**src/rtl/core/psched_pkg.sv**
```systemverilog
// shared types, codes and sizes for the periodic task scheduler table
package psched_pkg;

  localparam int SLOT_COUNT  = 8;
  localparam int SLOT_IDX_W  = (SLOT_COUNT > 1) ? $clog2(SLOT_COUNT) : 1;
  localparam int SLOT_ID_W   = 3;
  localparam int HANDLE_W    = 8;
  localparam int TIME_W      = 16;
  localparam int PENDING_W   = 8;

  localparam logic [SLOT_IDX_W-1:0] LAST_SLOT   = SLOT_IDX_W'(SLOT_COUNT - 1);
  localparam logic [PENDING_W-1:0]  PENDING_MAX = '1;

  localparam logic [1:0] KIND_TICK     = 2'd0;
  localparam logic [1:0] KIND_ADD      = 2'd1;
  localparam logic [1:0] KIND_DISPATCH = 2'd2;
  localparam logic [1:0] KIND_DELETE   = 2'd3;

  localparam logic [1:0] STATUS_OK            = 2'd0;
  localparam logic [1:0] STATUS_TABLE_FULL    = 2'd1;
  localparam logic [1:0] STATUS_NO_TASK       = 2'd2;
  localparam logic [1:0] STATUS_NOTHING_READY = 2'd3;

  typedef struct packed {
    logic [1:0]          kind;
    logic [HANDLE_W-1:0] task_handle;
    logic [TIME_W-1:0]   first_delay;
    logic [TIME_W-1:0]   run_period;
    logic [2:0]          target_id;
  } cmd_item_t;

  typedef struct packed {
    logic [1:0]           status;
    logic [SLOT_ID_W-1:0] slot_id;
    logic [HANDLE_W-1:0]  ready_handle;
    logic                 last;
  } rsp_item_t;

  typedef struct packed {
    logic [HANDLE_W-1:0]  handle;
    logic [TIME_W-1:0]    delay;
    logic [TIME_W-1:0]    period;
    logic [PENDING_W-1:0] pending;
    logic                 expired;
  } slot_entry_t;

  typedef struct packed {
    logic        wr;
    logic        emit;
    logic        drop;
    slot_entry_t entry;
  } slot_upd_t;

endpackage

```
**src/rtl/core/psched_slot_ram.sv**
```systemverilog
// slot table memory, one write port and one registered read port
module psched_slot_ram (
  input  logic                                  clk,
  input  logic                                  we,
  input  logic [psched_pkg::SLOT_IDX_W-1:0]     waddr,
  input  psched_pkg::slot_entry_t               wdata,
  input  logic                                  re,
  input  logic [psched_pkg::SLOT_IDX_W-1:0]     raddr,
  output psched_pkg::slot_entry_t               rdata
);

  psched_pkg::slot_entry_t mem [psched_pkg::SLOT_COUNT];

  always_ff @(posedge clk) begin
    if (we) begin
      mem[waddr] <= wdata;
    end
    if (re) begin
      rdata <= mem[raddr];
    end
  end

endmodule

```
**src/rtl/core/psched_slot_alu.sv**
```systemverilog
// per-slot update for tick and dispatch scans
module psched_slot_alu (
  input  logic                    dispatch,
  input  logic                    active,
  input  psched_pkg::slot_entry_t entry,
  output psched_pkg::slot_upd_t   upd
);

  logic live;
  logic ready;

  assign live  = active && !entry.expired;
  assign ready = active && (entry.pending != '0);

  always_comb begin
    upd       = '0;
    upd.entry = entry;
    if (dispatch) begin
      upd.wr   = ready;
      upd.emit = ready;
      upd.drop = ready && (entry.period == '0);
      upd.entry.pending = entry.pending - 1'b1;
    end else if (live) begin
      upd.wr = 1'b1;
      if (entry.delay == '0) begin
        if (entry.pending != psched_pkg::PENDING_MAX) begin
          upd.entry.pending = entry.pending + 1'b1;
        end
        upd.entry.delay   = entry.period;
        upd.entry.expired = (entry.period == '0);
      end else begin
        upd.entry.delay = entry.delay - 1'b1;
      end
    end
  end

endmodule

```
**src/rtl/core/periodic_task_scheduler_table_unit.sv**
```systemverilog
// top level of the periodic task scheduler table
// Add and delete complete in the cycle they are accepted and return one beat. Tick and
// dispatch walk the slot table once through its memory in a read-modify-write loop, one
// slot per cycle while the response side does not hold off a dispatch beat, and close
// with a final beat. One command is in work at a time; the next is taken once the result
// register can hold its first beat.
module periodic_task_scheduler_table_unit (
  input  logic                  clk,
  input  logic                  rst,
  input  logic                  cmd_valid,
  output logic                  cmd_ready,
  input  psched_pkg::cmd_item_t cmd,
  output logic                  rsp_valid,
  input  logic                  rsp_ready,
  output psched_pkg::rsp_item_t rsp
);

  localparam logic [1:0] ST_IDLE = 2'd0;
  localparam logic [1:0] ST_SCAN = 2'd1;
  localparam logic [1:0] ST_DONE = 2'd2;

  logic [1:0] state, state_next;
  logic [psched_pkg::SLOT_IDX_W-1:0] idx, idx_next;
  logic dispatch_mode, dispatch_mode_next;
  logic [psched_pkg::SLOT_COUNT-1:0] active, active_next;
  psched_pkg::rsp_item_t held, held_next;
  logic held_valid, held_valid_next;
  psched_pkg::rsp_item_t rsp_next;
  logic rsp_valid_next;

  logic mem_we;
  logic [psched_pkg::SLOT_IDX_W-1:0] mem_waddr;
  psched_pkg::slot_entry_t mem_wdata;
  logic rd_en;
  logic [psched_pkg::SLOT_IDX_W-1:0] raddr;
  psched_pkg::slot_entry_t rdata;
  psched_pkg::slot_upd_t upd;

  logic out_busy;
  logic accept;
  logic stall;
  logic free_found;
  logic [psched_pkg::SLOT_IDX_W-1:0] free_idx;
  logic [psched_pkg::SLOT_IDX_W-1:0] tgt_idx;
  logic tgt_ok;

  psched_slot_ram u_ram (
    .clk   (clk),
    .we    (mem_we),
    .waddr (mem_waddr),
    .wdata (mem_wdata),
    .re    (rd_en),
    .raddr (raddr),
    .rdata (rdata)
  );

  psched_slot_alu u_alu (
    .dispatch (dispatch_mode),
    .active   (active[idx]),
    .entry    (rdata),
    .upd      (upd)
  );

  assign out_busy  = rsp_valid && !rsp_ready;
  assign cmd_ready = (state == ST_IDLE) && !out_busy;
  assign accept    = cmd_valid && cmd_ready;
  assign stall     = upd.emit && held_valid && out_busy;

  // lowest free slot
  always_comb begin
    free_found = 1'b0;
    free_idx   = '0;
    for (int i = psched_pkg::SLOT_COUNT - 1; i >= 0; i--) begin
      if (!active[i]) begin
        free_found = 1'b1;
        free_idx   = psched_pkg::SLOT_IDX_W'(i);
      end
    end
  end

  assign tgt_idx = psched_pkg::SLOT_IDX_W'(cmd.target_id);
  assign tgt_ok  = (int'(cmd.target_id) < psched_pkg::SLOT_COUNT) && active[tgt_idx];

  always_comb begin
    state_next         = state;
    idx_next           = idx;
    dispatch_mode_next = dispatch_mode;
    active_next        = active;
    held_next          = held;
    held_valid_next    = held_valid;
    rsp_next           = rsp;
    rsp_valid_next     = rsp_valid && !rsp_ready;
    mem_we             = 1'b0;
    mem_waddr          = idx;
    mem_wdata          = upd.entry;
    rd_en              = 1'b0;
    raddr              = '0;

    unique case (state)
      ST_IDLE: begin
        if (accept) begin
          unique case (cmd.kind) inside
            psched_pkg::KIND_TICK, psched_pkg::KIND_DISPATCH: begin
              rd_en              = 1'b1;
              raddr              = '0;
              idx_next           = '0;
              dispatch_mode_next = (cmd.kind == psched_pkg::KIND_DISPATCH);
              state_next         = ST_SCAN;
            end
            psched_pkg::KIND_ADD: begin
              rsp_valid_next        = 1'b1;
              rsp_next.ready_handle = '0;
              rsp_next.last         = 1'b1;
              if (free_found) begin
                mem_we                = 1'b1;
                mem_waddr             = free_idx;
                mem_wdata.handle      = cmd.task_handle;
                mem_wdata.delay       = cmd.first_delay;
                mem_wdata.period      = cmd.run_period;
                mem_wdata.pending     = '0;
                mem_wdata.expired     = 1'b0;
                active_next[free_idx] = 1'b1;
                rsp_next.status       = psched_pkg::STATUS_OK;
                rsp_next.slot_id      = psched_pkg::SLOT_ID_W'(free_idx);
              end else begin
                rsp_next.status  = psched_pkg::STATUS_TABLE_FULL;
                rsp_next.slot_id = '0;
              end
            end
            psched_pkg::KIND_DELETE: begin
              rsp_valid_next        = 1'b1;
              rsp_next.slot_id      = cmd.target_id;
              rsp_next.ready_handle = '0;
              rsp_next.last         = 1'b1;
              if (tgt_ok) begin
                active_next[tgt_idx] = 1'b0;
                rsp_next.status      = psched_pkg::STATUS_OK;
              end else begin
                rsp_next.status = psched_pkg::STATUS_NO_TASK;
              end
            end
            default: begin
            end
          endcase
        end
      end
      ST_SCAN: begin
        if (!stall) begin
          mem_we = upd.wr;
          if (upd.drop) begin
            active_next[idx] = 1'b0;
          end
          // a new ready slot pushes the previous one out as a non-final beat
          if (upd.emit) begin
            if (held_valid) begin
              rsp_next       = held;
              rsp_valid_next = 1'b1;
            end
            held_next.status       = psched_pkg::STATUS_OK;
            held_next.slot_id      = psched_pkg::SLOT_ID_W'(idx);
            held_next.ready_handle = upd.entry.handle;
            held_next.last         = 1'b0;
            held_valid_next        = 1'b1;
          end
          if (idx == psched_pkg::LAST_SLOT) begin
            state_next = ST_DONE;
          end else begin
            rd_en    = 1'b1;
            raddr    = idx + 1'b1;
            idx_next = idx + 1'b1;
          end
        end
      end
      ST_DONE: begin
        if (!out_busy) begin
          rsp_valid_next = 1'b1;
          if (held_valid) begin
            rsp_next      = held;
            rsp_next.last = 1'b1;
          end else begin
            rsp_next.status       = dispatch_mode ? psched_pkg::STATUS_NOTHING_READY
                                                  : psched_pkg::STATUS_OK;
            rsp_next.slot_id      = '0;
            rsp_next.ready_handle = '0;
            rsp_next.last         = 1'b1;
          end
          held_valid_next = 1'b0;
          state_next      = ST_IDLE;
        end
      end
      default: begin
        state_next = ST_IDLE;
      end
    endcase
  end

  always_ff @(posedge clk) begin
    if (rst) begin
      state      <= ST_IDLE;
      active     <= '0;
      held_valid <= 1'b0;
      rsp_valid  <= 1'b0;
    end else begin
      state      <= state_next;
      active     <= active_next;
      held_valid <= held_valid_next;
      rsp_valid  <= rsp_valid_next;
    end
  end

  always_ff @(posedge clk) begin
    idx           <= idx_next;
    dispatch_mode <= dispatch_mode_next;
    held          <= held_next;
    rsp           <= rsp_next;
  end

`ifndef ASSERT_OFF
  a_held_only_in_scan: assert property (@(posedge clk) disable iff (rst)
    held_valid |-> (state == ST_SCAN || state == ST_DONE))
    else $error("held beat outside a scan");

  a_scan_starts_at_zero: assert property (@(posedge clk) disable iff (rst)
    accept && (cmd.kind == psched_pkg::KIND_TICK || cmd.kind == psched_pkg::KIND_DISPATCH)
    |=> (state == ST_SCAN) && (idx == '0))
    else $error("scan did not start at slot zero");

  a_no_same_slot_rmw: assert property (@(posedge clk) disable iff (rst)
    mem_we && rd_en |-> (mem_waddr != raddr))
    else $error("write and read of the same slot in one cycle");

  a_done_no_read: assert property (@(posedge clk) disable iff (rst)
    (state == ST_DONE) |-> !rd_en && !mem_we)
    else $error("memory access after scan end");
`endif

endmodule
```
**config.mk**
```make
export PLATFORM = sky130hd
export DESIGN_NAME = periodic_task_scheduler_table_unit
export DESIGN_NICKNAME = d
export VERILOG_FILES = /design/src/rtl/core/psched_pkg.sv /design/src/rtl/core/psched_slot_ram.sv /design/src/rtl/core/psched_slot_alu.sv /design/src/rtl/core/periodic_task_scheduler_table_unit.sv
export SDC_FILE = /design/constraint.sdc
export NUM_CORES = 1
export LEC_CHECK = 0
export ABC_AREA = 1
export BUFFER_PORTS_ARGS = -buffer_cell sky130_fd_sc_hd__buf_2
export CORE_ASPECT_RATIO = 0.5
export CORE_UTILIZATION = 55
export DETAILED_ROUTE_END_ITERATION = 8
export PLACE_DENSITY_LB_ADDON = 0.1
export SYNTH_ARGS = -nofsm -noshare
export SYNTH_HDL_FRONTEND = slang
export SYNTH_HIERARCHICAL = 1
export SYNTH_SLANG_ARGS = --single-unit
```
**constraint.sdc**
```tcl
create_clock -name clk -period 6.9 [get_ports clk]
set_input_delay 2.07 -clock clk [delete_from_list [all_inputs] [get_ports clk]]
set_output_delay 2.07 -clock clk [all_outputs]
set_load 0.01 [all_outputs]
```
==> flow_metrics.py, run 1 <==
metrics = {
    "setup_path": {
        "cp-start-kind": "input pin",
        "cp_num_buf_inv": 6,
        "slowest_stage": "nor2_4",
        "end_kind": "flip-flop",
        "worst-setup-path-type": "input pin to flip-flop",
        "worstPathMaxFanout": 51,
        "cp_slowest_stage_delay_ns": 0.76,
        "cpMostUsedCell": "inv_1",
        "critical-path-top-delay-family": "simple AND/OR/NAND/NOR gates",
        "required_ns": 7.14,
        "crit_arrival_ns": 5.30,
        "crit_path_cell_trace": "buf_2 > inv_1 > nand2_1 > nand3_1 > inv_1 > nand3_4 > inv_6 > o21ai_2 > inv_1 > nand2_1 > nor2_4 > buf_4",
    },
    "yosys": {
        "yosys.area_share.simple": 0.2382,
        "netlist-cell-type-count": 48,
        "synth_edf_count": 470,
        "synthMuxAreaShare": 0,
        "synth-seq-area-share": 0.6125,
        "synth_warnings": 6,
        "mappedNetlistArea_sq_um": 23430,
        "yosys_register_bits": 482,
        "avgSynthCellArea_sq_um": 9.201,
        "synthAdderAreaFrac": 0.006407,
        "synthXorXnorAreaFrac": 0.002242,
        "netlist_instances": 2547,
        "synth_flop_cell": "edfxtp_1",
        "syn_nets": 2608,
        "synthArstFlopShare": 0,
        "synth-compound-area-share": 0.02312,
        "synth_top_family_by_area": "simple AND/OR/NAND/NOR gates",
    },
    "drt": {
        "route.detailed.drc": 0,
        "vias": 16330,
        "ant_nets": 0,
        "viasPerCell": 5.159,
        "post_drt_wl_per_cell_um": 17.50,
        "drt_pre_antenna_iters": 7,
        "drt-total-wl_um": 55410,
        "drt_iter0_markers": 1528,
    },
    "cells_and_area": {
        "area_growth_pct": 7.726,
        "stdcell_count": 3166,
        "nets": 2616,
        "fillerInstances": 3549,
        "drive_above_1_share": 0.08652,
        "final_cell_area_sq_um": 25250,
        "final_cell_mix": "nand2_1, inv_1, edfxtp_1, nand3_1, nor2_1",
        "layout_commonest_cell": "nand2_1",
        "antennaDiodeCount": 0,
    },
    "clock_tree": {
        "cts.htree.levels": 2,
        "hold_buffers": 0,
        "post_cts_buffers": 0,
        "cts.sinks": 482,
        "clk_path_buf_depth": 3,
        "cts-root-buf": "clkbuf_16",
        "cts_buffers": 43,
        "cts_resized": 0,
        "insertion_delay_ns": 0.56,
        "clkTransAtPathRegs_ns": 0.06,
        "cts_tree": "built",
    },
    "die": {
        "io_pins": 65,
        "die_height_um": 148.0,
        "core_sq_um": 41980,
        "core.rowCount": 53,
        "start_util": 0.5583,
        "die_x_um": 293.9,
        "die_area_sq_um": 43490,
    },
    "placement": {
        "place_inst": 3087,
        "place.detailed.hpwl_um": 33440,
        "io_buffers": 64,
        "dpl_cell_area_sq_um": 23930,
        "routabilityCongestion": 0.8812,
    },
    "min_path": {
        "hold_class": "flip-flop to flip-flop",
    },
    "pwr": {
        "pwr_density_cell_nw_per_um2": 396.4,
        "p_leak_nw": 11.37,
        "p_total_w": 0.01001,
        "ir_drop_uv": 442.1,
    },
    "global_route": {
        "antenna_found_initial": 0,
        "grt_pass1_vias": 15210,
        "grt_use_total": 0.2604,
        "gr-total-overflow": 0,
        "grt_max_degree": 197,
        "grt_pass1_wl_um": 86220,
    },
    "sta": {
        "fmax_ghz": 0.1978,
        "setup_tns_ns": 0,
        "setup_viol": 0,
        "rsz0062_at_grt": "false",
        "slew_headroom": 0.3533,
        "post-route-min-period_ns": 5.056,
        "tightest_slew_ns": 0.9701,
        "finalHoldViolCount": 0,
        "fin_crit_sh": 0.7328,
        "fin_skew_ns": 0.01619,
        "finalMaxSlewViolations": 0,
    },
    "outcome": {
        "outcome": "completed",
    },
    "job": {
        "cap_violations": 0,
    },
}
## synth_stat cells (2+ instances only)
master | instances | area [sq um]
a31oi_1 | 4 | 25.02
nor2_4 | 8 | 90.09
o21ai_1 | 14 | 70.07
nand2_1 | 920 | 3453
o21ai_2 | 4 | 35.03
inv_1 | 486 | 1824
buf_4 | 35 | 262.8
ha_1 | 12 | 150.1
a21oi_2 | 3 | 26.28
nor2_2 | 17 | 106.4
o21bai_1 | 2 | 15.01
buf_6 | 28 | 315.3
nand2_2 | 8 | 50.05
o2111ai_1 | 2 | 17.52
edfxtp_1 | 470 | 14110
nand4_1 | 17 | 106.4
o21ai_0 | 33 | 165.2
buf_2 | 37 | 185.2
buf_1 | 6 | 22.52
o211ai_1 | 2 | 15.01
o22ai_1 | 5 | 31.28
o31ai_1 | 3 | 22.52
inv_2 | 9 | 33.78
inv_4 | 2 | 12.51
nand2_4 | 4 | 45.04
clkbuf_1 | 19 | 71.32
dfxtp_1 | 12 | 240.2
nor3_1 | 10 | 50.05
nor4_1 | 4 | 25.02
o211ai_2 | 2 | 25.02
xor2_1 | 5 | 43.79
nand3_2 | 3 | 30.03
nand3_1 | 253 | 1266
a21oi_1 | 15 | 75.07
nor2_1 | 80 | 300.3
## metrics by stage
stage               hold WS, ns    util  setup WS (ns)
floorplan                0.4550       -          1.402
global placement         0.4370  0.5700          1.335
detailed placement       0.4379  0.5700          1.247
CTS                      0.4554  0.6014          1.818
global route             0.4779  0.6014          1.682
finish                   0.4530  0.6014          1.844
## per-layer routing
layer  wire (um)  part of all wire  global-route usage
met1       25920              0.47              0.3927
met2       24310              0.44              0.3976
met3        4256             0.077             0.04270
met4         922             0.017             0.05625
met5           0                 0                   0
## registers in the layout, summed over array words and instances, names as in the netlist
| name | count |
|---|---|
| active | 8 |
| rsp | 14 |
| dispatch_mode | 1 |
| state | 2 |
| held_valid | 1 |
| u_ram/mem | 392 |
| held | 11 |
| u_ram/rdata | 49 |
| idx | 3 |
| rsp_valid | 1 |
## final timing paths
kind / from / end / slack (ns) / depth (start not counted)
setup / recovery: rsp_ready / u_ram/mem[5][18] / 1.84 / 12
hold / removal: u_ram/rdata[45] / held[5] / 0.45 / 0
setup reg to reg: idx[2] / u_ram/mem[5][18] / 2.32 / 18
hold reg to reg: u_ram/rdata[45] / held[5] / 0.45 / 0
## worst reg2reg max path, stage by stage, from the launching register on
cell      delay (ns)
edfxtp_1        0.52
inv_1           0.14
nor3_1          0.26
nand2_1         0.08
o21ai_0         0.09
nor2_1          0.06
nand2_1         0.18
inv_1           0.09
nor2_2          0.16
inv_2           0.12
nor2_2          0.10
buf_4           0.29
inv_1           0.34
nand2_1         0.15
nand2_1         0.06
nand2_1         0.09
nand2_1         0.27
nor2_4          0.82
buf_4           0.43
## power by group
group / internal [W] / switching [W] / total [W]
clock network: 0.00124 / 0.00105 / 0.00229
registers: 0.00411 / 0.000304 / 0.00441
logic: 0.000855 / 0.00245 / 0.00330
## cells by family (layout without fill, tap and decap cells)
logic type | count (synthesis) | count (layout)
AO/OA/AOI/OAI | 91 | 91
adder cells (fa/ha/maj) | 12 | 12
XOR/XNOR | 6 | 6
buffers and inverters | 626 | 668
AND/OR/NAND/NOR | 1330 | 1330
flip-flops | 482 | 482
## area by class of cell
cell class | count | area, sq um | area share
inverter | 501 | 1899 | 0.07523
tap | 577 | 721.9 | 0.02860
clock inverter | 22 | 148.9 | 0.005898
clock buffer | 57 | 1171 | 0.04639
timing repair buffer | 88 | 538.0 | 0.02131
multi-input combinational | 1439 | 6412 | 0.2540
sequential | 482 | 14350 | 0.5686
(Power assumes the default switching activity.)
==> inputs of run 2 (changes only) <==
==> constraint.sdc (replaced) <==
create_clock -name clk -period 4.89 [get_ports clk]
set_input_delay 1.467 -clock clk [delete_from_list [all_inputs] [get_ports clk]]
set_output_delay 1.467 -clock clk [all_outputs]
set_load 0.01 [all_outputs]
==> flow_metrics.py, run 2 (synthesized netlist as in run 1, its figures left out) <==
metrics = {
    "global_route": {
        "grt_use_total": 0.2508,
        "grt_util_met2": 0.3988,
        "gr-total-overflow": 0,
        "antenna_found_initial": 0,
        "busiest_layer": "met2",
        "grt_max_degree": 197,
        "gr-usage-met3": 0.04165,
        "grt_pass1_wl_um": 84100,
        "gr-usage-met1": 0.3640,
        "grt_pass1_vias": 15220,
    },
    "pwr": {
        "p_leak_nw": 11.43,
        "p_total_w": 0.01421,
        "pwr_density_cell_nw_per_um2": 558.9,
        "ir_drop_uv": 511.5,
    },
    "clock_tree": {
        "cts.htree.levels": 2,
        "clkTransAtPathRegs_ns": 0.06,
        "cts_buffers": 45,
        "cts_tree": "built",
        "cts_resized": 0,
        "cts-root-buf": "clkbuf_16",
        "insertion_delay_ns": 0.57,
        "hold_buffers": 0,
        "cts.sinks": 482,
        "post_cts_buffers": 0,
        "clk_path_buf_depth": 3,
    },
    "setup_path": {
        "worstPathMaxFanout": 82,
        "rrSetupSlack_ns": 0.84,
        "required_ns": 5.22,
        "cp-start-kind": "flip-flop",
        "worst-setup-path-type": "flip-flop to flip-flop",
        "end_kind": "flip-flop",
        "crit_arrival_ns": 4.37,
    },
    "cells_and_area": {
        "drive_above_1_share": 0.08867,
        "fillerInstances": 3489,
        "area_growth_pct": 8.478,
        "top_regs": "u_ram/mem (392), u_ram/rdata (49), rsp (14)",
        "final_cell_mix": "nand2_1, inv_1, edfxtp_1, nand3_1, nor2_1",
        "final_cell_area_sq_um": 25420,
        "layout_commonest_cell": "nand2_1",
        "regMostFlops": "u_ram/mem",
        "largest_reg_flops": 392,
        "antennaDiodeCount": 0,
        "nets": 2619,
    },
    "sta": {
        "fin_crit_sh": 0.8278,
        "fmax_ghz": 0.2471,
        "finalHoldViolCount": 0,
        "slew_headroom": 0.2585,
        "finalMaxSlewViolations": 0,
        "post-route-min-period_ns": 4.048,
        "setup_viol": 0,
        "rsz0062_at_grt": "false",
        "tightest_slew_ns": 1.108,
        "setup_ws_ns": 0.8422,
        "fin_skew_ns": 0.03258,
        "holdWs_ns": 0.4602,
    },
    "job": {
        "cap_violations": 0,
    },
    "drt": {
        "viasPerCell": 5.150,
        "post_drt_wl_per_cell_um": 16.94,
        "drt_iter0_markers": 1357,
        "vias": 16330,
        "ant_nets": 0,
        "drt_pre_antenna_iters": 5,
        "drt-total-wl_um": 53720,
        "route.detailed.drc": 0,
    },
    "min_path": {
        "hold_class": "flip-flop to flip-flop",
    },
    "die": {
        "io_pins": 65,
        "die_area_sq_um": 43490,
        "core_sq_um": 41980,
        "core.rowCount": 53,
        "start_util": 0.5583,
        "die_x_um": 293.9,
        "die_height_um": 148.0,
    },
    "outcome": {
        "outcome": "completed",
    },
    "placement": {
        "dpl_cell_area_sq_um": 24030,
        "place.detailed.hpwl_um": 30420,
        "io_buffers": 64,
        "routabilityCongestion": 0.8978,
        "place_ws_ns": 0.9089,
    },
}
run 2: critical path, stage by stage, from the launching register on:
cell      delay (ns)
edfxtp_1        0.57
nor3_1          0.35
nand2_1         0.09
o21ai_0         0.09
nor2_1          0.07
nand2_1         0.14
nand3_1         0.23
inv_1           0.16
nand2_1         0.10
nor2_1          0.33
nor2_1          0.15
nand2_1         0.23
nor2_4          0.08
inv_6           0.35
buf_12          0.37
nand2_1         0.09
nand3_1         0.08
nand2_1         0.10
nand2_1         0.07
nand2_1         0.05
run 2: where the power goes:
part           internal, W  switching, W  total, W  leakage (nW)
Combinational      0.00124       0.00340   0.00464          6.39
Sequential         0.00580      0.000412   0.00621          4.37
Clock              0.00184       0.00152   0.00336         0.671
Total              0.00887       0.00533    0.0142          11.4
run 2: per-stage QoR:
stage | TNS [ns] | instances | utilization
after floorplan | -0.2230 | 2547 | -
after global placement | 0 | 3088 | 0.5725
after detailed placement | 0 | 3088 | 0.5725
after CTS | 0 | 3171 | 0.6056
after global routing | 0 | 3171 | 0.6056
final | 0 | 3171 | 0.6056
run 2: worst paths after layout:
| path | from | endpoint | depth (start not counted) |
|---|---|---|---|
| worst max register to register | idx[0] | u_ram/rdata[24] | 19 |
| worst min register to register | u_ram/rdata[46] | held[6] | 0 |
| worst min-delay path | u_ram/rdata[46] | held[6] | 0 |
| worst max-delay path | idx[0] | u_ram/rdata[24] | 19 |
run 2: area by class of cell:
type | count | area [sq um] | share of cell area
Clock buffer | 57 | 1192 | 0.04690
Clock inverter | 26 | 196.4 | 0.007727
Inverter | 501 | 1899 | 0.07471
Multi-Input combinational cell | 1439 | 6412 | 0.2522
Sequential cell | 482 | 14350 | 0.5646
Tap cell | 577 | 721.9 | 0.02840
Timing Repair Buffer | 89 | 645.6 | 0.02540
run 2: layer usage:
layer | wire (um) | up-vias
met5 | 0 | -
met4 | 884 | 0
met3 | 3557 | 72
met2 | 24460 | 527
met1 | 24810 | 7700
li1 | - | 8032
